<file path="config.mk">
export PLATFORM = sky130hd
export DESIGN_NAME = imu_collision_detector_core
export DESIGN_NICKNAME = d
export VERILOG_FILES = /design/src/icd_pkg.sv /design/src/imu_collision_detector_core.sv
export VERILOG_INCLUDE_DIRS = /design/src /design/src/src
export SDC_FILE = /design/constraint.sdc
export NUM_CORES = 2
export LEC_CHECK = 0
export BUFFER_PORTS_ARGS = -buffer_cell sky130_fd_sc_hd__clkbuf_2
export CAP_MARGIN = 25
export CORE_AREA = 4 4 347 486
export DETAILED_ROUTE_END_ITERATION = 8
export DIE_AREA = 0 0 351 490
export GPL_TIMING_DRIVEN = 0
export PLACE_DENSITY = 0.77
export SETUP_SLACK_MARGIN = 0.15
export SLEW_MARGIN = 20
export SYNTH_ARGS = -nofsm -noshare
export SYNTH_HDL_FRONTEND = slang
export SYNTH_SLANG_ARGS = --single-unit
</file>
<file path="constraint.sdc">
create_clock -name clk -period 28.3 [get_ports clk]
set_clock_uncertainty 0.05 [all_clocks]
set_input_delay 4.245 -clock clk [delete_from_list [all_inputs] [get_ports clk]]
set_output_delay 4.245 -clock clk [all_outputs]
set_load 0.005 [all_outputs]
</file>
<file path="src/imu_collision_detector_core_defines.svh">
// Assertion macros for the IMU collision detector.
// Used by the top level only; needs clk and rst_n in the including scope.
`ifndef IMU_COLLISION_DETECTOR_CORE_DEFINES_SVH
`define IMU_COLLISION_DETECTOR_CORE_DEFINES_SVH

// same-cycle implication, disabled during reset
`define ICD_ASSERT_NOW(label, ante, cons, msg) \
  label: assert property (@(posedge clk) disable iff (!rst_n) (ante) |-> (cons)) \
    else $error(msg);

// next-cycle implication, disabled during reset
`define ICD_ASSERT_NEXT(label, ante, cons, msg) \
  label: assert property (@(posedge clk) disable iff (!rst_n) (ante) |=> (cons)) \
    else $error(msg);

`endif

</file>
<file path="src/icd_pkg.sv">
// Constants and types for the IMU collision detector.
// No dependencies.
package icd_pkg;

  localparam int ACC_W    = 16;
  localparam int MEAN_W   = 17;
  localparam int DIFF_W   = 18;
  localparam int PROD_W   = 32;
  localparam int FLOOR_W  = 24;
  localparam int GYRO_W   = 13;
  localparam int LCNT_W   = 12;
  localparam int THR_W    = 27;
  localparam int VOUT_W   = 34;
  localparam int LV_W     = 24;
  localparam int LSUM_W   = 36;
  localparam int LSQ_W    = 60;
  localparam int LPROD_W  = 48;
  localparam int DNUM_W   = 60;
  localparam int DEN_W    = 12;
  localparam int CNT_W    = 6;
  localparam int RAD_W    = 48;
  localparam int ROOT_W   = 24;
  localparam int REM_W    = ROOT_W + 3;
  localparam int GROOT_W  = 16;
  localparam int CFG_IDX_W = 2;

  localparam logic [FLOOR_W-1:0] FLOOR_RESET = FLOOR_W'(2800);
  localparam logic [GYRO_W-1:0]  GYRO_RESET  = GYRO_W'(45);
  localparam logic [LCNT_W-1:0]  LEARN_RESET = LCNT_W'(3000);
  localparam logic [LV_W-1:0]    LEARN_SAT   = {LV_W{1'b1}};
  localparam logic [1:0]         CONFIRM_LOAD = 2'd3;
  localparam logic [DEN_W-1:0]   GYRO_DIV    = DEN_W'(10);

  typedef logic [CFG_IDX_W-1:0] cfg_idx_t;
  localparam cfg_idx_t REG_FLOOR = 2'd0;
  localparam cfg_idx_t REG_GYRO  = 2'd1;
  localparam cfg_idx_t REG_LEARN = 2'd2;

endpackage

</file>
<file path="src/imu_collision_detector_core.sv">
// Top level of the IMU collision detector: window, variance, gyro magnitude,
// threshold learning and alarm. Depends on icd_pkg and the defines header.
`include "imu_collision_detector_core_defines.svh"

// One sample is taken at a time. A sample occupies the block from the cycle
// in which it is taken in until its result is loaded into the output register,
// and longer while the threshold is still being learned. The shared bit-serial
// divider (one quotient bit per cycle) and the shared square-root unit (one
// root bit per cycle) set the length of that work; the window pass adds one
// multiply per axis and sample. A finished result waits in the output
// register while the next sample is taken in.
module imu_collision_detector_core
  import icd_pkg::*;
#(
  parameter int WINDOW = 8
) (
  input  logic                      clk,
  input  logic                      rst_n,
  input  logic                      in_valid,
  output logic                      in_stall,
  input  logic signed [ACC_W-1:0]   in_acc_x,
  input  logic signed [ACC_W-1:0]   in_acc_y,
  input  logic signed [ACC_W-1:0]   in_acc_z,
  input  logic signed [ACC_W-1:0]   in_rate_x,
  input  logic signed [ACC_W-1:0]   in_rate_y,
  input  logic signed [ACC_W-1:0]   in_rate_z,
  output logic                      out_valid,
  input  logic                      out_stall,
  output logic                      out_collision_alarm,
  output logic [VOUT_W-1:0]         out_accel_variance,
  output logic [GYRO_W-1:0]         out_gyro_magnitude,
  output logic [THR_W-1:0]          out_active_threshold,
  output logic                      out_learning,
  input  logic                      cfg_valid,
  output logic                      cfg_ready,
  input  cfg_idx_t                  cfg_index,
  input  logic [FLOOR_W-1:0]        cfg_data
);

  localparam int SUM_W = 17 + $clog2(WINDOW);
  localparam int SQ_W  = 34 + $clog2(WINDOW);
  localparam int IDX_W = $clog2(WINDOW);

  localparam logic [4:0] ST_IDLE    = 5'd0;
  localparam logic [4:0] ST_MEAN_LD = 5'd1;
  localparam logic [4:0] ST_DIV     = 5'd2;
  localparam logic [4:0] ST_MEAN_WB = 5'd3;
  localparam logic [4:0] ST_PASS    = 5'd4;
  localparam logic [4:0] ST_PASS_FL = 5'd5;
  localparam logic [4:0] ST_VAR_LD  = 5'd6;
  localparam logic [4:0] ST_VAR_WB  = 5'd7;
  localparam logic [4:0] ST_GSQ     = 5'd8;
  localparam logic [4:0] ST_GSQ_FL  = 5'd9;
  localparam logic [4:0] ST_GRT_LD  = 5'd10;
  localparam logic [4:0] ST_SQRT    = 5'd11;
  localparam logic [4:0] ST_GDIV_LD = 5'd12;
  localparam logic [4:0] ST_GYRO_WB = 5'd13;
  localparam logic [4:0] ST_LRN0    = 5'd14;
  localparam logic [4:0] ST_LRN1    = 5'd15;
  localparam logic [4:0] ST_LRN_M   = 5'd16;
  localparam logic [4:0] ST_LRN_MM1 = 5'd17;
  localparam logic [4:0] ST_LRN_MM2 = 5'd18;
  localparam logic [4:0] ST_LRN_DIF = 5'd19;
  localparam logic [4:0] ST_LRN_V   = 5'd20;
  localparam logic [4:0] ST_LRN_THR = 5'd21;
  localparam logic [4:0] ST_DECIDE  = 5'd22;

  // configuration
  logic [FLOOR_W-1:0] floor_r;
  logic [GYRO_W-1:0]  gyro_thr_r;
  logic [LCNT_W-1:0]  learn_samples_r;

  // control
  logic [4:0]       state_r, state_nxt, ret_r, ret_nxt;
  logic [1:0]       ax_r, ax_nxt;
  logic [IDX_W-1:0] samp_r, samp_nxt;
  logic [CNT_W-1:0] cnt_r, cnt_nxt;

  // window and sums
  logic signed [ACC_W-1:0]  win_r [WINDOW][3];
  logic signed [SUM_W-1:0]  sum_r [3];
  logic signed [MEAN_W-1:0] mean_r [3];
  logic signed [ACC_W-1:0]  acc_in [3];
  logic signed [ACC_W-1:0]  rate_r [3];

  // squaring pipeline
  logic signed [DIFF_W-1:0]   d_val, mul_a;
  logic signed [2*DIFF_W-1:0] mul_p;
  logic [PROD_W-1:0]          prod_r;
  logic                       prod_v_r;
  logic [SQ_W-1:0]            acc_r;
  logic [SQ_W-1:0]            var_r;
  logic [GYRO_W-1:0]          gyro_r;

  // divider
  logic [DNUM_W-1:0] num_r, num_nxt;
  logic [DEN_W-1:0]  den_r, den_nxt, rem_r, rem_nxt;
  logic [DEN_W:0]    rem_sh, rem_dif;
  logic              div_ge;
  logic [SUM_W-1:0]  mean_mag;

  // square root
  logic [RAD_W-1:0]  rad_r, rad_nxt;
  logic [REM_W-1:0]  srem_r, srem_nxt, srem_sh, sq_trial;
  logic [ROOT_W-1:0] root_r, root_nxt;
  logic              sq_ge;

  // learning
  logic [LCNT_W-1:0]  learn_count_r;
  logic [LSUM_W-1:0]  learn_sum_r;
  logic [LSQ_W-1:0]   learn_sq_r;
  logic [LV_W-1:0]    learn_v, m_r, mmhi_r, lm_a, lm_b;
  logic [LPROD_W-1:0] lm_p, lprod_r;
  logic [LSQ_W-1:0]   mmn_r, lrn_diff;
  logic [THR_W-1:0]   thr_r, thr_raw, thr_sel;
  logic               learning_r;

  // alarm
  logic [1:0] confirm_r, cc_load, cc_dec;
  logic       armed, out_load;

  logic out_valid_r, alarm_r, out_lrn_r;
  logic [VOUT_W-1:0] out_var_r;
  logic [GYRO_W-1:0] out_gyro_r;
  logic [THR_W-1:0]  out_thr_r;

  logic in_acc;

  assign in_stall  = (state_r != ST_IDLE);
  assign in_acc    = in_valid && !in_stall;
  assign cfg_ready = 1'b1;

  assign acc_in[0] = in_acc_x;
  assign acc_in[1] = in_acc_y;
  assign acc_in[2] = in_acc_z;

  assign out_valid            = out_valid_r;
  assign out_collision_alarm  = alarm_r;
  assign out_accel_variance   = out_var_r;
  assign out_gyro_magnitude   = out_gyro_r;
  assign out_active_threshold = out_thr_r;
  assign out_learning         = out_lrn_r;

  // ---------------- datapath helpers ----------------
  assign d_val = DIFF_W'(win_r[WINDOW-1][ax_r]) - DIFF_W'(mean_r[ax_r]);
  assign mul_a = (state_r == ST_PASS) ? d_val : DIFF_W'(rate_r[ax_r]);
  assign mul_p = mul_a * mul_a;

  assign mean_mag = sum_r[ax_r][SUM_W-1] ? SUM_W'(-sum_r[ax_r]) : SUM_W'(sum_r[ax_r]);

  assign rem_sh  = {rem_r, num_r[DNUM_W-1]};
  assign div_ge  = (rem_sh >= {1'b0, den_r});
  assign rem_dif = rem_sh - {1'b0, den_r};

  assign srem_sh  = {srem_r[REM_W-3:0], rad_r[RAD_W-1 -: 2]};
  assign sq_trial = {1'b0, root_r, 2'b01};
  assign sq_ge    = (srem_sh >= sq_trial);

  assign learn_v = (var_r > SQ_W'(LEARN_SAT)) ? LEARN_SAT : var_r[LV_W-1:0];

  always_comb begin
    unique case (state_r)
      ST_LRN0: begin
        lm_a = learn_v;
        lm_b = learn_v;
      end
      ST_LRN_M: begin
        lm_a = num_r[LV_W-1:0];
        lm_b = num_r[LV_W-1:0];
      end
      ST_LRN_MM1: begin
        lm_a = lprod_r[LV_W-1:0];
        lm_b = LV_W'(learn_count_r);
      end
      ST_LRN_MM2: begin
        lm_a = mmhi_r;
        lm_b = LV_W'(learn_count_r);
      end
      default: begin
        lm_a = '0;
        lm_b = '0;
      end
    endcase
  end
  assign lm_p = lm_a * lm_b;

  assign lrn_diff = (learn_sq_r >= mmn_r) ? (learn_sq_r - mmn_r) : '0;
  assign thr_raw  = THR_W'(m_r) + (THR_W'(root_r) << 2) + (THR_W'(root_r) << 1);
  assign thr_sel  = (thr_raw < THR_W'(floor_r)) ? THR_W'(floor_r) : thr_raw;

  assign armed    = (var_r > SQ_W'(thr_r)) && (gyro_r > gyro_thr_r);
  assign cc_load  = armed ? CONFIRM_LOAD : confirm_r;
  assign cc_dec   = (cc_load != 2'd0) ? (cc_load - 2'd1) : 2'd0;
  assign out_load = (state_r == ST_DECIDE) && (!out_valid_r || !out_stall);

  // ---------------- sequencer ----------------
  always_comb begin
    state_nxt = state_r;
    ret_nxt   = ret_r;
    ax_nxt    = ax_r;
    samp_nxt  = samp_r;
    cnt_nxt   = cnt_r;
    num_nxt   = num_r;
    den_nxt   = den_r;
    rem_nxt   = rem_r;
    rad_nxt   = rad_r;
    srem_nxt  = srem_r;
    root_nxt  = root_r;
    unique case (state_r)
      ST_IDLE: begin
        if (in_acc) begin
          ax_nxt    = 2'd0;
          state_nxt = ST_MEAN_LD;
        end
      end
      ST_MEAN_LD: begin
        num_nxt   = DNUM_W'(mean_mag) << (DNUM_W - SUM_W);
        den_nxt   = DEN_W'(WINDOW);
        rem_nxt   = '0;
        cnt_nxt   = CNT_W'(SUM_W);
        ret_nxt   = ST_MEAN_WB;
        state_nxt = ST_DIV;
      end
      ST_DIV: begin
        num_nxt = {num_r[DNUM_W-2:0], div_ge};
        rem_nxt = div_ge ? rem_dif[DEN_W-1:0] : rem_sh[DEN_W-1:0];
        cnt_nxt = cnt_r - CNT_W'(1);
        if (cnt_r == CNT_W'(1)) begin
          state_nxt = ret_r;
        end
      end
      ST_MEAN_WB: begin
        if (ax_r == 2'd2) begin
          ax_nxt    = 2'd0;
          samp_nxt  = '0;
          state_nxt = ST_PASS;
        end else begin
          ax_nxt    = ax_r + 2'd1;
          state_nxt = ST_MEAN_LD;
        end
      end
      ST_PASS: begin
        if (ax_r == 2'd2) begin
          ax_nxt   = 2'd0;
          samp_nxt = samp_r + IDX_W'(1);
          if (samp_r == IDX_W'(WINDOW - 1)) begin
            state_nxt = ST_PASS_FL;
          end
        end else begin
          ax_nxt = ax_r + 2'd1;
        end
      end
      ST_PASS_FL: state_nxt = ST_VAR_LD;
      ST_VAR_LD: begin
        num_nxt   = DNUM_W'(acc_r) << (DNUM_W - SQ_W);
        den_nxt   = DEN_W'(WINDOW);
        rem_nxt   = '0;
        cnt_nxt   = CNT_W'(SQ_W);
        ret_nxt   = ST_VAR_WB;
        state_nxt = ST_DIV;
      end
      ST_VAR_WB: begin
        ax_nxt    = 2'd0;
        state_nxt = ST_GSQ;
      end
      ST_GSQ: begin
        if (ax_r == 2'd2) begin
          ax_nxt    = 2'd0;
          state_nxt = ST_GSQ_FL;
        end else begin
          ax_nxt = ax_r + 2'd1;
        end
      end
      ST_GSQ_FL: state_nxt = ST_GRT_LD;
      ST_GRT_LD: begin
        rad_nxt   = {acc_r[2*GROOT_W-1:0], {(RAD_W - 2*GROOT_W){1'b0}}};
        srem_nxt  = '0;
        root_nxt  = '0;
        cnt_nxt   = CNT_W'(GROOT_W);
        ret_nxt   = ST_GDIV_LD;
        state_nxt = ST_SQRT;
      end
      ST_SQRT: begin
        rad_nxt  = rad_r << 2;
        srem_nxt = sq_ge ? (srem_sh - sq_trial) : srem_sh;
        root_nxt = {root_r[ROOT_W-2:0], sq_ge};
        cnt_nxt  = cnt_r - CNT_W'(1);
        if (cnt_r == CNT_W'(1)) begin
          state_nxt = ret_r;
        end
      end
      ST_GDIV_LD: begin
        num_nxt   = DNUM_W'(root_r[GROOT_W-1:0]) << (DNUM_W - GROOT_W);
        den_nxt   = GYRO_DIV;
        rem_nxt   = '0;
        cnt_nxt   = CNT_W'(GROOT_W);
        ret_nxt   = ST_GYRO_WB;
        state_nxt = ST_DIV;
      end
      ST_GYRO_WB: begin
        state_nxt = (learn_count_r < learn_samples_r) ? ST_LRN0 : ST_DECIDE;
      end
      ST_LRN0: state_nxt = ST_LRN1;
      ST_LRN1: begin
        num_nxt   = DNUM_W'(learn_sum_r) << (DNUM_W - LSUM_W);
        den_nxt   = DEN_W'(learn_count_r);
        rem_nxt   = '0;
        cnt_nxt   = CNT_W'(LSUM_W);
        ret_nxt   = ST_LRN_M;
        state_nxt = ST_DIV;
      end
      ST_LRN_M:   state_nxt = ST_LRN_MM1;
      ST_LRN_MM1: state_nxt = ST_LRN_MM2;
      ST_LRN_MM2: state_nxt = ST_LRN_DIF;
      ST_LRN_DIF: begin
        // a negative spread divides to zero
        num_nxt   = DNUM_W'(lrn_diff);
        den_nxt   = DEN_W'(learn_count_r);
        rem_nxt   = '0;
        cnt_nxt   = CNT_W'(LSQ_W);
        ret_nxt   = ST_LRN_V;
        state_nxt = ST_DIV;
      end
      ST_LRN_V: begin
        rad_nxt   = num_r[RAD_W-1:0];
        srem_nxt  = '0;
        root_nxt  = '0;
        cnt_nxt   = CNT_W'(ROOT_W);
        ret_nxt   = ST_LRN_THR;
        state_nxt = ST_SQRT;
      end
      ST_LRN_THR: state_nxt = ST_DECIDE;
      ST_DECIDE: begin
        if (out_load) begin
          state_nxt = ST_IDLE;
        end
      end
      default: state_nxt = ST_IDLE;
    endcase
  end

  always_ff @(posedge clk) begin
    if (!rst_n) begin
      state_r <= ST_IDLE;
      ret_r   <= ST_IDLE;
      ax_r    <= 2'd0;
      samp_r  <= '0;
      cnt_r   <= '0;
    end else begin
      state_r <= state_nxt;
      ret_r   <= ret_nxt;
      ax_r    <= ax_nxt;
      samp_r  <= samp_nxt;
      cnt_r   <= cnt_nxt;
    end
  end

  always_ff @(posedge clk) begin
    num_r  <= num_nxt;
    den_r  <= den_nxt;
    rem_r  <= rem_nxt;
    rad_r  <= rad_nxt;
    srem_r <= srem_nxt;
    root_r <= root_nxt;
  end

  // configuration registers
  always_ff @(posedge clk) begin
    if (!rst_n) begin
      floor_r         <= FLOOR_RESET;
      gyro_thr_r      <= GYRO_RESET;
      learn_samples_r <= LEARN_RESET;
    end else if (cfg_valid && cfg_ready) begin
      unique case (cfg_index)
        REG_FLOOR: floor_r         <= cfg_data;
        REG_GYRO:  gyro_thr_r      <= cfg_data[GYRO_W-1:0];
        REG_LEARN: learn_samples_r <= cfg_data[LCNT_W-1:0];
        default: ;
      endcase
    end
  end

  // window: shift in on a new sample, rotate by one sample after each sample's three pass steps
  always_ff @(posedge clk) begin
    if (!rst_n) begin
      for (int i = 0; i < WINDOW; i++) begin
        for (int k = 0; k < 3; k++) begin
          win_r[i][k] <= '0;
        end
      end
      for (int k = 0; k < 3; k++) begin
        sum_r[k] <= '0;
      end
    end else if (in_acc) begin
      for (int k = 0; k < 3; k++) begin
        win_r[0][k] <= acc_in[k];
        sum_r[k]    <= sum_r[k] + SUM_W'(acc_in[k]) - SUM_W'(win_r[WINDOW-1][k]);
      end
      for (int i = 1; i < WINDOW; i++) begin
        win_r[i] <= win_r[i-1];
      end
    end else if (state_r == ST_PASS && ax_r == 2'd2) begin
      win_r[0] <= win_r[WINDOW-1];
      for (int i = 1; i < WINDOW; i++) begin
        win_r[i] <= win_r[i-1];
      end
    end
  end

  // payload registers
  always_ff @(posedge clk) begin
    if (in_acc) begin
      rate_r[0] <= in_rate_x;
      rate_r[1] <= in_rate_y;
      rate_r[2] <= in_rate_z;
    end
    if (state_r == ST_MEAN_WB) begin
      mean_r[ax_r] <= sum_r[ax_r][SUM_W-1] ? -MEAN_W'(num_r[MEAN_W-1:0])
                                           :  MEAN_W'(num_r[MEAN_W-1:0]);
    end
    prod_r <= mul_p[PROD_W-1:0];
    if (in_acc || state_r == ST_VAR_LD) begin
      acc_r <= '0;
    end else if (prod_v_r) begin
      acc_r <= acc_r + SQ_W'(prod_r);
    end
    if (state_r == ST_VAR_WB) begin
      var_r <= num_r[SQ_W-1:0];
    end
    if (state_r == ST_GYRO_WB) begin
      gyro_r <= num_r[GYRO_W-1:0];
    end
    if (state_r == ST_LRN0 || state_r == ST_LRN_M) begin
      lprod_r <= lm_p;
    end
    if (state_r == ST_LRN_M) begin
      m_r <= num_r[LV_W-1:0];
    end
    if (state_r == ST_LRN_MM1) begin
      mmhi_r <= lprod_r[LPROD_W-1:LV_W];
      mmn_r  <= LSQ_W'(lm_p);
    end else if (state_r == ST_LRN_MM2) begin
      mmn_r <= mmn_r + (LSQ_W'(lm_p) << LV_W);
    end
    if (out_load) begin
      alarm_r    <= (cc_dec == 2'd1);
      out_var_r  <= var_r[VOUT_W-1:0];
      out_gyro_r <= gyro_r;
      out_thr_r  <= thr_r;
      out_lrn_r  <= learning_r;
    end
  end

  // learning statistics, threshold, confirm counter, output handshake
  always_ff @(posedge clk) begin
    if (!rst_n) begin
      prod_v_r      <= 1'b0;
      learn_count_r <= '0;
      learn_sum_r   <= '0;
      learn_sq_r    <= '0;
      thr_r         <= THR_W'(FLOOR_RESET);
      learning_r    <= 1'b0;
      confirm_r     <= 2'd0;
      out_valid_r   <= 1'b0;
    end else begin
      prod_v_r <= (state_r == ST_PASS) || (state_r == ST_GSQ);
      if (state_r == ST_GYRO_WB) begin
        learning_r <= (learn_count_r < learn_samples_r);
      end
      if (state_r == ST_LRN0) begin
        learn_sum_r   <= learn_sum_r + LSUM_W'(learn_v);
        learn_count_r <= learn_count_r + LCNT_W'(1);
      end
      if (state_r == ST_LRN1) begin
        learn_sq_r <= learn_sq_r + LSQ_W'(lprod_r);
      end
      if (state_r == ST_LRN_THR) begin
        thr_r <= thr_sel;
      end
      if (out_load) begin
        confirm_r   <= cc_dec;
        out_valid_r <= 1'b1;
      end else if (!out_stall) begin
        out_valid_r <= 1'b0;
      end
    end
  end

  `ICD_ASSERT_NOW(a_alarm_count, out_valid_r && alarm_r, confirm_r == 2'd1,
                  "alarm shown without a pending confirm count")
  `ICD_ASSERT_NEXT(a_thr_floor, state_r == ST_LRN_THR, thr_r >= THR_W'(floor_r),
                   "learned threshold below floor")
  `ICD_ASSERT_NOW(a_lrn_count, out_valid_r && out_lrn_r, learn_count_r != '0,
                  "learning flag set with no learned sample")
  `ICD_ASSERT_NOW(a_unit_count, state_r == ST_DIV || state_r == ST_SQRT, cnt_r != '0,
                  "serial unit running with empty step count")

endmodule
</file>
==> results.py <==
metrics = {
    "run_status": {
        "run_status": "finished, violations left",
        "violations": "design-rule violations",
    },
    "route": {
        "first_pass_iters": 9,
        "met2_length_um": 144000,
        "antenna_left": 0,
        "top_layer": "met5",
        "vias": 75963,
        "viasPerCell": 6.05,
        "wirelength_um": 308000,
        "drt_iter0_markers": 7033,
        "wl_met1_um": 108000,
        "wl_per_cell_um": 24.5,
        "wl_met3_um": 25500,
        "drc": 7,
    },
    "finish": {
        "postLayoutCoreUtil_pct": 65.3,
        "layout.nets": 11953,
        "layout-drive-gt1-share_pct": 5.57,
        "area_delta_synth_final_pct": 9.12,
        "fill_cells": 13176,
    },
    "floorplanning": {
        "die_area_um2": 172000,
        "rows": 176,
        "fp.coreArea_um2": 164000,
        "dieHeight_um": 490,
        "pin_count": 206,
        "die_w_um": 351,
        "initial_core_util_pct": 59.8,
    },
    "clock_network": {
        "post-cts-setup-buffers": 0,
        "clk_pin_slew_ns": 0.06,
        "cts_tree": "yes",
        "ctsResizeCount": 0,
        "insertion_delay_ns": 0.82,
        "numCtsBuffers": 131,
        "clock-root-buffer": "clkbuf_16",
        "cts_hold_buf": 0,
        "cts_buffer_depth": 3,
        "htreeDepth": 4,
        "clock_sink_count": 1286,
    },
    "critical_path": {
        "endpoint": "mmn_r[59]",
        "critPathMaxStageDelay_ns": 0.84,
        "cp-end-kind": "flop",
        "rr_endpoint": "mmn_r[59]",
        "crit_path_max_fanout": 10,
        "crit_top_cell": "fa_1",
        "crit_slowest_cell": "a21oi_1",
        "crit_arrival_ns": 14.19,
        "timing.rr.start": "var_r[31]",
        "critPathKind": "flop to flop",
        "cp-start-kind": "flop",
        "crit_path_start": "var_r[31]",
        "worst-r2r-cell-count": 42,
        "cp.required_ns": 28.93,
        "r2r_setup_slack_ns": 14.75,
    },
    "yosys": {
        "synth_top_family_by_area": "adder cells",
        "ys_warn_count": 0,
        "synth_compound_area_share_pct": 11.8,
        "seq_area_frac_synth_pct": 36.4,
        "yosysUniqueCellTypes": 101,
        "syn-cell-area_um2": 98200,
        "ys_ff_latch": 1286,
        "synth_top_area_share_pct": 30.4,
        "netlist_instances": 9909,
        "synth-simple-area-share_pct": 13.5,
        "synth-edff-count": 994,
        "synthAdderAreaFrac_pct": 25.8,
        "synth_mux_area_share_pct": 1.36,
        "synth-async-reset-ratio_pct": 0,
        "synth_xor_area_share_pct": 3.84,
        "yosys.area.top_type": "edfxtp_1",
        "synth_top_flop_cell": "edfxtp_1",
        "synth_nets": 11563,
        "synth_area_per_cell_um2": 9.91,
        "ys_top_cells_by_area": "edfxtp_1 (30%), fa_1 (17%), ha_1 (8.8%)",
    },
    "global_routing": {
        "grt_pass1_vias": 77563,
        "grt_max_degree": 58,
        "antenna_found_initial": 6,
        "grt_first_pass_wirelength_um": 461000,
        "grt_use_total_pct": 35.8,
        "globalRouteOverflowTotal": 0,
    },
    "sta": {
        "max_freq_ghz": 0.0738,
        "final_hold_viol_count": 0,
        "tightest_slew_ns": 1.18,
        "slew_viol_final": 0,
        "fin_setup_tns_ns": 0,
        "min_period_ns": 13.55,
        "slew-limit-headroom_pct": 21.0,
        "rsz0062_at_grt": "false",
        "fin_crit_sh_pct": 47.9,
        "setup_violations": 0,
        "whs_ns": 0.414,
    },
    "power": {
        "ir_drop_mv": 0.463,
        "cellPowerDensity_nw_per_um2": 106,
        "p_leak_nw": 47.3,
    },
    "placement": {
        "post-dp-hpwl_um": 249000,
        "gp_congestion": 1.04,
        "portBuffers": 203,
    },
    "min_path": {
        "hp-class": "flop to flop",
    },
    "run": {
        "maxCapViolations": 0,
    },
}
==> cell usage after synthesis (12+ instances only) <==
cell type and count:
a211o_1 12, a211oi_1 54, a21boi_0 66, a21o_1 174, a21oi_1 447, a221o_1 28
a221oi_1 35, a222oi_1 19, a22o_1 38, a22oi_1 65, a31oi_1 45, and2_1 479
and3_1 51, buf_1 33, clkbuf_1 343, dfxtp_1 292, edfxtp_1 994, fa_1 835
ha_1 692, inv_1 1490, mux2i_1 128, nand2_1 1012, nand2b_1 77, nand3_1 125
nand4_1 61, nor2_1 765, nor2b_1 73, nor3_1 89, nor4_1 23, o2111ai_1 13
o211a_1 13, o211ai_1 40, o21a_1 71, o21ai_0 435, o21ai_1 21, o21bai_1 53
o22ai_1 13, o31a_1 15, o31ai_1 20, or2_2 37, or3_1 27, xnor2_1 280
xor2_1 150
==> report_power, final <==
group	leakage [nW]	switching, W	total (W)	internal [W]
clock network	2.06	0.000793	0.00174	0.000950
logic	32.8	0.00400	0.00710	0.00311
registers	12.4	0.000130	0.00253	0.00240
total	47.3	0.00492	0.0114	0.00645
==> per-layer routing <==
| metal | global-route usage, % | up-vias |
|---|---|---|
| li1 | - | 33831 |
| met1 | 41.5 | 37303 |
| met2 | 58.3 | 3651 |
| met3 | 6.84 | 1176 |
| met4 | 27.9 | 2 |
| met5 | 0 | - |
==> worst max-delay path: cells and delay by family, from the launching register on <==
kind,cells,cell delay (ns)
fa+ha+maj,9,4.25
compound gates,15,4.56
buf+inv,9,1.64
simple gates,7,2.01
flops,1,0.52
xor+xnor,2,0.40
==> registers in the layout, summed over array words and instances, names as in the netlist, 36 cells and up, named ones only <==
register     count
learn_sq_r      60
num_r           60
mean_r          51
lprod_r         48
var_r           37
win_r          384
learn_sum_r     36
rad_r           48
acc_r           37
rate_r          48
mmn_r           60
sum_r           60
==> cell type report <==
cell class / count / area, um^2 / area share [%]
Multi-Input combinational cell: 6732 / 55500 / 51.9
Inverter: 1503 / 5640 / 5.27
Tap cell: 2136 / 2670 / 2.49
Timing Repair Buffer: 257 / 1790 / 1.67
Sequential cell: 1286 / 35700 / 33.3
Clock inverter: 74 / 785 / 0.732
Clock buffer: 163 / 3490 / 3.26
Buffer: 388 / 1480 / 1.38
Antenna cell: 7 / 17.5 / 0.0164
==> stage by stage <==
step                total power [W]  instance area, um^2  setup WS [ns]  cells
finish                       0.0114               107000          14.75  12546
detailed placement          0.00958               103000          15.18  12300
floorplan                   0.00789                98200          15.23   9909
CTS                          0.0113               107000          15.06  12537
global placement            0.00933               102000           9.39  12248
global route                 0.0124               107000          14.53  12540
==> cells by family (layout without fill, tap and decap cells) <==
| logic type | after synthesis | count (layout) |
|---|---|---|
| other | 1 | 8 |
| adders and majority gates | 1527 | 1527 |
| AOI/OAI and AO/OA | 1781 | 1781 |
| DFF | 1286 | 1286 |
| muxes | 133 | 133 |
| buffers and inverters | 1891 | 2385 |
| and+or+nand+nor | 2860 | 2860 |
| xor gates and xnor gates | 430 | 430 |
==> worst min-delay path by stage <==
stage	slack, ns	from	end	cells past startpoint
finish	0.41	thr_r[4]	out_active_threshold[4]	0
detailed placement	0.40	thr_r[6]	out_active_threshold[6]	0
CTS	0.41	thr_r[6]	out_active_threshold[6]	0
floorplan	0.36	learning_r	out_learning	0
global route	0.42	var_r[30]	out_accel_variance[30]	0
global placement	0.40	gyro_thr_r[8]	gyro_thr_r[8]	2
==> placed cells by master (no fill, tap or decap), types with 27 or more instances in the layout <==
cell / netlist / final
inv_1: 1490 / 1489
nand2_1: 1012 / 1011
edfxtp_1: 994 / 994
fa_1: 835 / 835
nor2_1: 765 / 764
ha_1: 692 / 692
and2_1: 479 / 479
a21oi_1: 447 / 441
o21ai_0: 435 / 431
clkbuf_1: 343 / 362
dfxtp_1: 292 / 292
xnor2_1: 280 / 280
clkbuf_2: 0 / 210
a21o_1: 174 / 174
xor2_1: 150 / 150
clkbuf_16: 0 / 134
mux2i_1: 128 / 128
nand3_1: 125 / 123
nor3_1: 89 / 86
nand2b_1: 77 / 76
nor2b_1: 73 / 73
o21a_1: 71 / 71
a21boi_0: 66 / 66
a22oi_1: 65 / 65
nand4_1: 61 / 61
a211oi_1: 54 / 54
o21bai_1: 53 / 53
and3_1: 51 / 51
a31oi_1: 45 / 45
o211ai_1: 40 / 40
a22o_1: 38 / 38
or2_2: 37 / 36
buf_1: 33 / 33
clkinv_1: 10 / 29
a221o_1: 28 / 28
or3_1: 27 / 27
Power figures use the tool's default switching activity.
